`config.mk`:
```
export PLATFORM = sky130hd
export DESIGN_NAME = lcd_nibble_writer_with_int_print_top
export DESIGN_NICKNAME = d
export VERILOG_FILES = /design/src/rtl/lnw_pkg.sv /design/src/rtl/lnw_dabble.sv /design/src/rtl/lcd_nibble_writer_with_int_print_top.sv
export SDC_FILE = /design/constraint.sdc
export NUM_CORES = 1
export LEC_CHECK = 0
export ABC_AREA = 1
export BUFFER_PORTS_ARGS = -buffer_cell sky130_fd_sc_hd__buf_2
export CAP_MARGIN = 25
export CORE_MARGIN = 2
export CORE_UTILIZATION = 55
export DETAILED_ROUTE_END_ITERATION = 10
export PLACE_DENSITY = 0.73
export SYNTH_ARGS = -nofsm -noshare
export SYNTH_HDL_FRONTEND = slang
export SYNTH_HIERARCHICAL = 1
export SYNTH_SLANG_ARGS = --single-unit
```
`constraint.sdc`:
```
create_clock -name clk -period 4.83 [get_ports clk]
set_clock_uncertainty 0.1 [all_clocks]
set_input_delay 0.966 -clock clk [delete_from_list [all_inputs] [get_ports clk]]
set_output_delay 0.966 -clock clk [all_outputs]
set_load 0.02 [all_outputs]
```
`src/rtl/lnw_pkg.sv`:
```
// lnw_pkg: shared types, codes and the init command table for the lcd nibble writer
// no dependencies
`default_nettype none

package lnw_pkg;

	localparam int BIN_W   = 32;
	localparam int DIGITS  = 10;
	localparam int BCD_W   = 4 * DIGITS;
	localparam int CNT_W   = $clog2(BIN_W + 1);
	localparam int DIG_W   = $clog2(DIGITS + 1);

	localparam logic [7:0] CHAR_MINUS = 8'h2d;
	localparam logic [3:0] CHAR_DIGIT_HI = 4'h3;
	localparam logic [7:0] CHAR_ZERO = 8'd48;

	typedef enum logic [1:0] {
		ACT_CMD  = 2'd0,
		ACT_DATA = 2'd1,
		ACT_INT  = 2'd2,
		ACT_INIT = 2'd3
	} act_t;

	typedef enum logic [2:0] {
		ST_IDLE,
		ST_CONV,
		ST_SKIP,
		ST_HI,
		ST_LO
	} state_t;

	typedef struct packed {
		act_t               action;
		logic [7:0]         byte_value;
		logic signed [31:0] number;
	} cmd_t;

	typedef struct packed {
		logic [3:0] nibble;
		logic       reg_select;
		logic       last;
	} res_t;

	function automatic logic [7:0] init_byte(input logic [1:0] idx);
		logic [7:0] b;
		unique case (idx)
			2'd0: b = 8'h02;
			2'd1: b = 8'h28;
			2'd2: b = 8'h0e;
			default: b = 8'h01;
		endcase
		return b;
	endfunction

endpackage

`default_nettype wire

```
`src/rtl/lnw_dabble.sv`:
```
// lnw_dabble: bit-serial binary to bcd converter, one input bit per cycle (shift and add 3)
// depends on lnw_pkg
`default_nettype none

module lnw_dabble import lnw_pkg::*; (
	input  wire logic             clk,
	input  wire logic             arst_n,
	input  wire logic             go,
	input  wire logic [BIN_W-1:0] mag,
	output logic                  done,
	output logic [BCD_W-1:0]      bcd
);

	logic [BIN_W-1:0] sr_q;
	logic [BCD_W-1:0] bcd_q;
	logic [BCD_W-1:0] adj;
	logic [CNT_W-1:0] cnt_q;
	logic             done_q;

	// add 3 to every digit of 5 or more before the shift
	always_comb begin
		for (int i = 0; i < DIGITS; i++) begin
			if (bcd_q[4*i +: 4] >= 4'd5) begin
				adj[4*i +: 4] = bcd_q[4*i +: 4] + 4'd3;
			end else begin
				adj[4*i +: 4] = bcd_q[4*i +: 4];
			end
		end
	end

	always_ff @(posedge clk or negedge arst_n) begin
		if (!arst_n) begin
			cnt_q  <= '0;
			done_q <= 1'b0;
		end else begin
			done_q <= 1'b0;
			if (go) begin
				cnt_q <= CNT_W'(BIN_W);
			end else if (cnt_q != '0) begin
				cnt_q <= cnt_q - 1'b1;
				if (cnt_q == CNT_W'(1)) begin
					done_q <= 1'b1;
				end
			end
		end
	end

	always_ff @(posedge clk) begin
		if (go) begin
			sr_q  <= mag;
			bcd_q <= '0;
		end else if (cnt_q != '0) begin
			sr_q  <= {sr_q[BIN_W-2:0], 1'b0};
			bcd_q <= {adj[BCD_W-2:0], sr_q[BIN_W-1]};
		end
	end

	assign done = done_q;
	assign bcd  = bcd_q;

endmodule

`default_nettype wire

```
`src/rtl/lcd_nibble_writer_with_int_print_top.sv`:
```
// lcd_nibble_writer_with_int_print_top: request sequencer that splits bytes into nibbles
// depends on lnw_pkg and lnw_dabble
//
//   channel   handshake        payload
//   request   start / busy     cmd   (cmd_t: action, byte_value, number)
//   result    strobe           res   (res_t: nibble, reg_select, last)
//
// a request is taken when start is high and busy is low; busy stays high until the
// last nibble has been shown. one nibble per cycle once bytes flow. command and data
// bytes are sent high nibble then low nibble, init sends the four bytes of init_byte, and
// a nonzero integer runs serial bcd conversion, then leading zero skip, then its bytes.
// the receiver cannot stall: each nibble is shown for exactly one cycle. reset returns to idle.
`default_nettype none

module lcd_nibble_writer_with_int_print_top import lnw_pkg::*; (
	input  wire logic clk,
	input  wire logic arst_n,
	input  wire logic start,
	input  wire cmd_t cmd,
	output logic      busy,
	output logic      strobe,
	output res_t      res
);

	state_t           state_q, state_d;
	act_t             mode_q;
	logic [7:0]       byte_q;
	logic             rs_q;
	logic             sign_q;
	logic [1:0]       idx_q;
	logic [DIG_W-1:0] dig_q;
	logic [BCD_W-1:0] bcd_q;

	logic             take;
	logic             is_neg;
	logic [BIN_W-1:0] mag;
	logic             dab_go;
	logic             dab_done;
	logic [BCD_W-1:0] dab_bcd;
	logic [3:0]       top_dig;
	logic             has_next;

	assign take    = start && (state_q == ST_IDLE);
	assign is_neg  = cmd.number[BIN_W-1];
	assign mag     = is_neg ? (BIN_W'(0) - BIN_W'(cmd.number)) : BIN_W'(cmd.number);
	assign dab_go  = take && (cmd.action == ACT_INT) && (cmd.number != '0);
	assign top_dig = bcd_q[BCD_W-1 -: 4];
	assign has_next = ((mode_q == ACT_INIT) && (idx_q != 2'd3)) ||
		((mode_q == ACT_INT) && (dig_q != '0));

	lnw_dabble u_dabble (
		.clk    (clk),
		.arst_n (arst_n),
		.go     (dab_go),
		.mag    (mag),
		.done   (dab_done),
		.bcd    (dab_bcd)
	);

	// next state
	always_comb begin
		state_d = state_q;
		unique case (state_q)
			ST_IDLE: begin
				if (take) begin
					state_d = dab_go ? ST_CONV : ST_HI;
				end
			end
			ST_CONV: begin
				if (dab_done) begin
					state_d = ST_SKIP;
				end
			end
			ST_SKIP: begin
				if (top_dig != 4'd0) begin
					state_d = ST_HI;
				end
			end
			ST_HI: state_d = ST_LO;
			ST_LO: state_d = has_next ? ST_HI : ST_IDLE;
			default: state_d = ST_IDLE;
		endcase
	end

	// outputs
	always_comb begin
		busy           = (state_q != ST_IDLE);
		strobe         = (state_q == ST_HI) || (state_q == ST_LO);
		res.nibble     = (state_q == ST_HI) ? byte_q[7:4] : byte_q[3:0];
		res.reg_select = rs_q;
		res.last       = (state_q == ST_LO) && !has_next;
	end

	always_ff @(posedge clk or negedge arst_n) begin
		if (!arst_n) begin
			state_q <= ST_IDLE;
		end else begin
			state_q <= state_d;
		end
	end

	always_ff @(posedge clk) begin
		unique case (state_q)
			ST_IDLE: begin
				if (take) begin
					mode_q <= cmd.action;
					sign_q <= is_neg;
					idx_q  <= 2'd0;
					dig_q  <= '0;
					unique case (cmd.action)
						ACT_CMD: begin
							byte_q <= cmd.byte_value;
							rs_q   <= 1'b0;
						end
						ACT_DATA: begin
							byte_q <= cmd.byte_value;
							rs_q   <= 1'b1;
						end
						ACT_INT: begin
							byte_q <= CHAR_ZERO;
							rs_q   <= 1'b1;
						end
						default: begin
							byte_q <= init_byte(2'd0);
							rs_q   <= 1'b0;
						end
					endcase
				end
			end
			ST_CONV: begin
				if (dab_done) begin
					bcd_q <= dab_bcd;
					dig_q <= DIG_W'(DIGITS);
				end
			end
			ST_SKIP: begin
				if (top_dig == 4'd0) begin
					bcd_q <= {bcd_q[BCD_W-5:0], 4'd0};
					dig_q <= dig_q - 1'b1;
				end else if (sign_q) begin
					byte_q <= CHAR_MINUS;
					sign_q <= 1'b0;
				end else begin
					byte_q <= {CHAR_DIGIT_HI, top_dig};
					bcd_q  <= {bcd_q[BCD_W-5:0], 4'd0};
					dig_q  <= dig_q - 1'b1;
				end
			end
			ST_LO: begin
				if (has_next) begin
					if (mode_q == ACT_INIT) begin
						idx_q  <= idx_q + 1'b1;
						byte_q <= init_byte(idx_q + 1'b1);
					end else begin
						byte_q <= {CHAR_DIGIT_HI, top_dig};
						bcd_q  <= {bcd_q[BCD_W-5:0], 4'd0};
						dig_q  <= dig_q - 1'b1;
					end
				end
			end
			default: begin
			end
		endcase
	end

endmodule

`default_nettype wire
```
**Word-level counts from Yosys, hierarchy flattened**

Cells that the tools add are included.

- Memory bits (writable): 0
- ROM bits: 0
- Memories: 0
- Bits in latches: 0
- Register bits: 140
- Word-level logic and storage cells: 143

- Div/mod/pow operators: 0
- Muxes and demuxes: 54
- Reductions and logical operators: 33
- Equal/unequal tests: 20
- Bitwise logic cells: 0
- Magnitude comparators: 10
- Multiply operators: 0
- Add/subtract/negate cells: 14
- Shift-type cells: 0

Operators by type and width:

| operator | count |
|---|---|
| $mux W40 | 5 |
| $pmux W40 S3 | 1 |
| $mux W32 | 3 |
| $mux W4 | 16 |
| $ge A4 B3 Y1 const B | 10 |
| $add A4 B2 Y4 const B | 9 |
| $mux W8 | 4 |
| $reduce_bool A32 Y1 | 1 |
| $sub A1 B32 Y32 const A | 1 |
| $pmux W8 S3 | 1 |
| $pmux W6 S3 | 1 |
| $pmux W4 S4 | 1 |
| $pmux W8 S2 | 1 |
| $pmux W3 S5 | 1 |
| $mux W3 | 4 |
| $mux W6 | 2 |
| $ne A2 B2 Y1 const B | 6 |
| $reduce_bool A4 Y1 | 3 |
| $mux W2 | 5 |
| $reduce_bool A3 Y1 | 3 |
| $eq A2 B2 Y1 const B | 4 |
| $reduce_and A4 Y1 | 2 |
| $eq A3 B2 Y1 const B | 2 |
| $eq A6 B1 Y1 const B | 1 |
| 26 further kinds | 44 |

**Logic depth before layout (Yosys ltp)**

- Depth after elaboration: 7
- Gate-level depth with buffers: 15
- Mapped depth without buffers: 12

**Hierarchy**

The synthesis kept the hierarchy.

By module, submodules not included:

| module | cells an instance | instances | seq. area each (sq um) | area an instance (sq um) |
|---|---|---|---|---|
| lnw_dabble | 526 | 1 | 1936.9 | 4031.4 |
| lcd_nibble_writer_with_int_print_top | 493 | 1 | 1816.7 | 3982.6 |

**Least setup slack after synthesis**

No wires, ideal clock.

- Path kind: flip-flop to flip-flop
- From: reg idx_q[0]
- To: reg bcd_q[0] (enable)
- Buffers on the path: 0
- Required time: 4.243 ns
- Data arrival time: 3.922 ns
- Slack: 0.320 ns
- Period minus slack after synthesis: 4.510 ns
- Stages on the path, launching flop included: 5
- Cells stage by stage: edfxtp_1 > ha_1 > o21ai_0 > nor2_1 > nor3_1

- Cells in the longest elaborated chain, start to end: 5

RTL lines:

| item | RTL line | RTL |
|---|---|---|
| from (decl) | lcd_nibble_writer_with_int_print_top.sv:30 | `logic [1:0] idx_q;` |
| from (signal assigned) | lcd_nibble_writer_with_int_print_top.sv:152 | `idx_q <= idx_q + 1'b1;` |
| $ne A2 B2 Y1 | lcd_nibble_writer_with_int_print_top.sv:48 | `assign has_next = ((mode_q == ACT_INIT) && (idx_q != 2'd3)) \|\|` |
| $logic_and A1 B1 Y1 | lcd_nibble_writer_with_int_print_top.sv:48 |  |
| $logic_or A1 B1 Y1 | lcd_nibble_writer_with_int_print_top.sv:48 |  |
| $ne A2 B2 Y1 (no source line) | - |  |
| $reduce_and A5 Y1 (no source line) | - |  |
| to (signal assigned) | lcd_nibble_writer_with_int_print_top.sv:138 | `bcd_q <= {bcd_q[BCD_W-5:0], 4'd0};` |
| to (signal assigned) | lcd_nibble_writer_with_int_print_top.sv:145 | `bcd_q <= {bcd_q[BCD_W-5:0], 4'd0};` |
| to (signal assigned) | lcd_nibble_writer_with_int_print_top.sv:156 | `bcd_q <= {bcd_q[BCD_W-5:0], 4'd0};` |
| to (decl) | lcd_nibble_writer_with_int_print_top.sv:32 | `logic [BCD_W-1:0] bcd_q;` |

No other way between the ends.
A chain may end at the register's enable or synchronous reset.

==> insert_results.sql <==
INSERT INTO impl_metrics (metric_group, metric, value, unit) VALUES
('timing', 'finalHoldViolations', '0', ''),
('timing', 'timing.setup.tns', '0', 'ns'),
('worst_setup_path', 'worstSetupStartpoint', 'idx_q[0]', ''),
('timing', 'slew_violations', '0', ''),
('logic_synthesis', 'netlist-cell-type-count', '44', ''),
('global_route', 'antenna_found_initial', '0', ''),
('clock_tree', 'clkLatencyLatePin', '0.42', 'ns'),
('route', 'vias', '6534', ''),
('timing', 'min_period', '3.07', 'ns'),
('power', 'power_per_cell_area', '686', 'nW/µm²'),
('cells_and_area', 'final.fill_count', '1263', ''),
('placement', 'finalWeightedCongestion', '0.853', ''),
('route', 'routed_length_on_met3', '643', 'µm'),
('clock_tree', 'htree_levels', '4', ''),
('timing', 'slew_headroom', '0.402', ''),
('cells_and_area', 'diodes', '0', ''),
('worst_setup_path', 'timing.rr.end', 'byte_q[1]', ''),
('cells_and_area', 'share_of_final_layout_standard_cells_stronger_than_drive_strength_1', '0.126', ''),
('clock_tree', 'largest_buffer_count_on_any_clock_path', '2', ''),
('logic_synthesis', 'mappedNetlistNets', '1098', ''),
('clock_tree', 'holdBufCountCts', '0', ''),
('clock_tree', 'cts_root_buffer', 'sky130_fd_sc_hd__clkbuf_16', ''),
('global_route', 'grt_max_degree', '45', ''),
('worst_setup_path', 'r2r_start', 'state_q[1]', ''),
('timing', 'rsz0062_at_grt', 'no', ''),
('worst_setup_path', 'worst-setup-path-type', 'reg -> out', ''),
('cells_and_area', 'final_net_count', '1146', ''),
('global_route', 'grt_first_pass_wirelength', '28600', 'µm'),
('power', 'p_leak', '4.36', 'nW'),
('cells_and_area', 'stdcell_count', '1264', ''),
('timing', 'fin_crit_sh', '0.635', ''),
('power', 'power', '6.19', 'mW'),
('floorplan', 'placeableCoreArea', '14400', 'µm²'),
('floorplan', 'ioPinCount', '53', ''),
('clock_tree', 'post-cts-setup-buffer-count', '0', ''),
('route', 'route.top_layer_used', 'met4', ''),
('worst_setup_path', 'start_kind', 'flip-flop', ''),
('worst_setup_path', 'r2r.worst_path.cells', '6', ''),
('power', 'vdd.ir_drop.worst', '0.407', 'mV'),
('logic_synthesis', 'ys_seq_elements', '140', ''),
('min_path', 'hold_path.class', 'in -> async', ''),
('route', 'detail-route-antenna-nets', '0', ''),
('worst_setup_path', 'timing.critical_path.to_type', 'output port', ''),
('floorplan', 'die_w', '125', 'µm'),
('floorplan', 'rows', '44', ''),
('global_route', 'grt_total_ovfl', '0', ''),
('timing', 'maxClockFrequency', '326', 'MHz'),
('route', 'via_per_inst', '5.17', ''),
('route', 'drcViolationCount', '0', ''),
('global_route', 'overall_fraction_of_global_route_tracks_in_use', '0.223', ''),
('logic_synthesis', 'yosysWarningCount', '6', ''),
('route', 'detail_route.wirelength', '16500', 'µm'),
('timing', 'worstMarginPinSlew', '0.894', 'ns'),
('clock_tree', 'reg_clk_slew_reported_paths', '0.06', 'ns'),
('global_route', 'number_of_global_route_vias_before_repair', '6253', ''),
('placement', 'dp_hpwl', '11100', 'µm'),
('route', 'first_pass_iters', '5', ''),
('floorplan', 'initial_utilization', '0.558', ''),
('cells_and_area', 'synthToLayoutAreaGrowth', '12.6', '%'),
('route', 'wl_met1', '7520', 'µm'),
('flow_run', 'drv_cap', '0', ''),
('timing', 'setup_violations', '0', ''),
('route', 'first_iter_violations', '452', ''),
('worst_setup_path', 'cp.required', '3.76', 'ns'),
('clock_tree', 'cts_inserted_buffers', '17', ''),
('logic_synthesis', 'number_of_enable_type_register_cells_in_the_synthesized_netlist', '90', ''),
('worst_setup_path', 'critPathArrivalTime', '2.00', 'ns'),
('clock_tree', 'clock_sink_count', '140', ''),
('outcome', 'run_status', 'completed', ''),
('placement', 'post-place-cells', '1232', ''),
('clock_tree', 'post_cts_resize_count', '0', '');
## Yosys cell counts, types with 2 or more instances
master                        n  area share
sky130_fd_sc_hd__nand2_1    439        0.21
sky130_fd_sc_hd__edfxtp_1    90        0.34
sky130_fd_sc_hd__inv_1       84       0.039
sky130_fd_sc_hd__nand3_1     77       0.048
sky130_fd_sc_hd__nor2_1      70       0.033
sky130_fd_sc_hd__dfxtp_1     40        0.10
sky130_fd_sc_hd__ha_1        34       0.053
sky130_fd_sc_hd__o21ai_0     29       0.018
sky130_fd_sc_hd__a21oi_1     14      0.0087
sky130_fd_sc_hd__xor2_1      14       0.015
sky130_fd_sc_hd__xnor2_1     13       0.014
sky130_fd_sc_hd__dfrtp_1     10       0.031
sky130_fd_sc_hd__nand2_2      9      0.0070
sky130_fd_sc_hd__buf_2        8      0.0050
sky130_fd_sc_hd__inv_2        8      0.0037
sky130_fd_sc_hd__buf_4        7      0.0066
sky130_fd_sc_hd__clkbuf_1     7      0.0033
sky130_fd_sc_hd__nor2_2       7      0.0055
sky130_fd_sc_hd__nor2_4       6      0.0084
sky130_fd_sc_hd__nand4_1      5      0.0039
sky130_fd_sc_hd__o21ai_1      5      0.0031
sky130_fd_sc_hd__buf_6        4      0.0056
sky130_fd_sc_hd__nor3_1       4      0.0025
sky130_fd_sc_hd__o21a_1       4      0.0037
sky130_fd_sc_hd__nand3b_1     3      0.0028
sky130_fd_sc_hd__o2111ai_1    3      0.0033
sky130_fd_sc_hd__or2_2        3      0.0023
sky130_fd_sc_hd__clkbuf_8     2      0.0034
sky130_fd_sc_hd__nand2_4      2      0.0028
sky130_fd_sc_hd__nand3_2      2      0.0025
sky130_fd_sc_hd__o211ai_1     2      0.0019
sky130_fd_sc_hd__o21ai_2      2      0.0022
## metal layers
layer | track usage | vias to the layer above
li1 | - | 3355
met1 | 0.284 | 3028
met2 | 0.385 | 132
met4 | 0.0707 | 0
met3 | 0.0434 | 19
met5 | 0 | -
## through the flow
step	hold slack (ns)	area, µm²	setup slack (ns)
after global placement	0.346	8370	1.52
after detailed placement	0.360	8370	1.44
after floorplan	0.322	8010	0.320
after global routing	0.307	9020	1.63
final	0.309	9020	1.76
after CTS	0.302	9020	1.77
## worst min path at each step
stage | startpoint | end | slack [ns] | cells past startpoint
finish | arst_n | state_q[1] | 0.31 | 1
global route | arst_n | state_q[2] | 0.31 | 1
CTS | arst_n | state_q[1] | 0.30 | 1
detailed placement | u_dabble/bcd[9] | u_dabble/bcd[9] | 0.36 | 2
global placement | u_dabble/sr_q[31] | u_dabble/bcd[0] | 0.35 | 2
floorplan | u_dabble/sr_q[31] | u_dabble/bcd[0] | 0.32 | 2
## registers in the layout (all words and copies together), names as in the netlist
name            cells
bcd_q              40
byte_q              8
dig_q               4
idx_q               2
mode_q              2
rs_q                1
sign_q              1
state_q             3
u_dabble/bcd       40
u_dabble/cnt_q      6
u_dabble/done       1
u_dabble/sr_q      32
## worst max-delay path, stage by stage, from the launching register on
cell and delay [ns]:
sky130_fd_sc_hd__edfxtp_1 0.49, sky130_fd_sc_hd__ha_1 0.28, sky130_fd_sc_hd__o21ai_0 0.48, sky130_fd_sc_hd__nor2_1 0.14, sky130_fd_sc_hd__buf_2 0.20
## report_power, final
| group | internal, mW | total (mW) | switching (mW) |
|---|---|---|---|
| combinational | 0.781 | 2.31 | 1.53 |
| clock | 0.928 | 1.42 | 0.493 |
| sequential | 2.11 | 2.46 | 0.346 |
## cells in the final DEF, fill, tap and decap left out, types with 4 or more instances in the layout
cell	instances
sky130_fd_sc_hd__o21ai_1	5
sky130_fd_sc_hd__clkbuf_8	4
sky130_fd_sc_hd__buf_2	52
sky130_fd_sc_hd__ha_1	34
sky130_fd_sc_hd__xor2_1	14
sky130_fd_sc_hd__inv_2	8
sky130_fd_sc_hd__dfrtp_1	10
sky130_fd_sc_hd__inv_1	84
sky130_fd_sc_hd__nand3_1	77
sky130_fd_sc_hd__clkinv_2	4
sky130_fd_sc_hd__o21ai_0	29
sky130_fd_sc_hd__edfxtp_1	90
sky130_fd_sc_hd__nand4_1	5
sky130_fd_sc_hd__nand2_1	439
sky130_fd_sc_hd__o21a_1	4
sky130_fd_sc_hd__nand2_2	9
sky130_fd_sc_hd__buf_4	4
sky130_fd_sc_hd__clkbuf_16	19
sky130_fd_sc_hd__a21oi_1	14
sky130_fd_sc_hd__nor2_2	7
sky130_fd_sc_hd__dfxtp_1	40
sky130_fd_sc_hd__nor2_1	70
sky130_fd_sc_hd__xnor2_1	13
sky130_fd_sc_hd__nor2_4	6
## final cells by class
cell class                      instances  area (µm²)  area share
Sequential cell                       140        3750       0.416
Tap cell                              184         230      0.0255
Timing Repair Buffer                   57         310      0.0344
Clock buffer                           23         531      0.0588
Multi-Input combinational cell        759        3730       0.413
Inverter                               92         345      0.0383
Clock inverter                          9         125      0.0139
## logic make-up (layout without fill, tap and decap cells)
group | after synthesis | count (layout) | synth area share
compound gates | 62 | 62 | 0.0451
xor+xnor | 27 | 27 | 0.0295
simple gates | 636 | 636 | 0.337
fa+ha+maj | 34 | 34 | 0.0531
buf+inv | 120 | 181 | 0.0670
flops | 140 | 140 | 0.468
No activity file was read; power rests on OpenSTA's default activity.
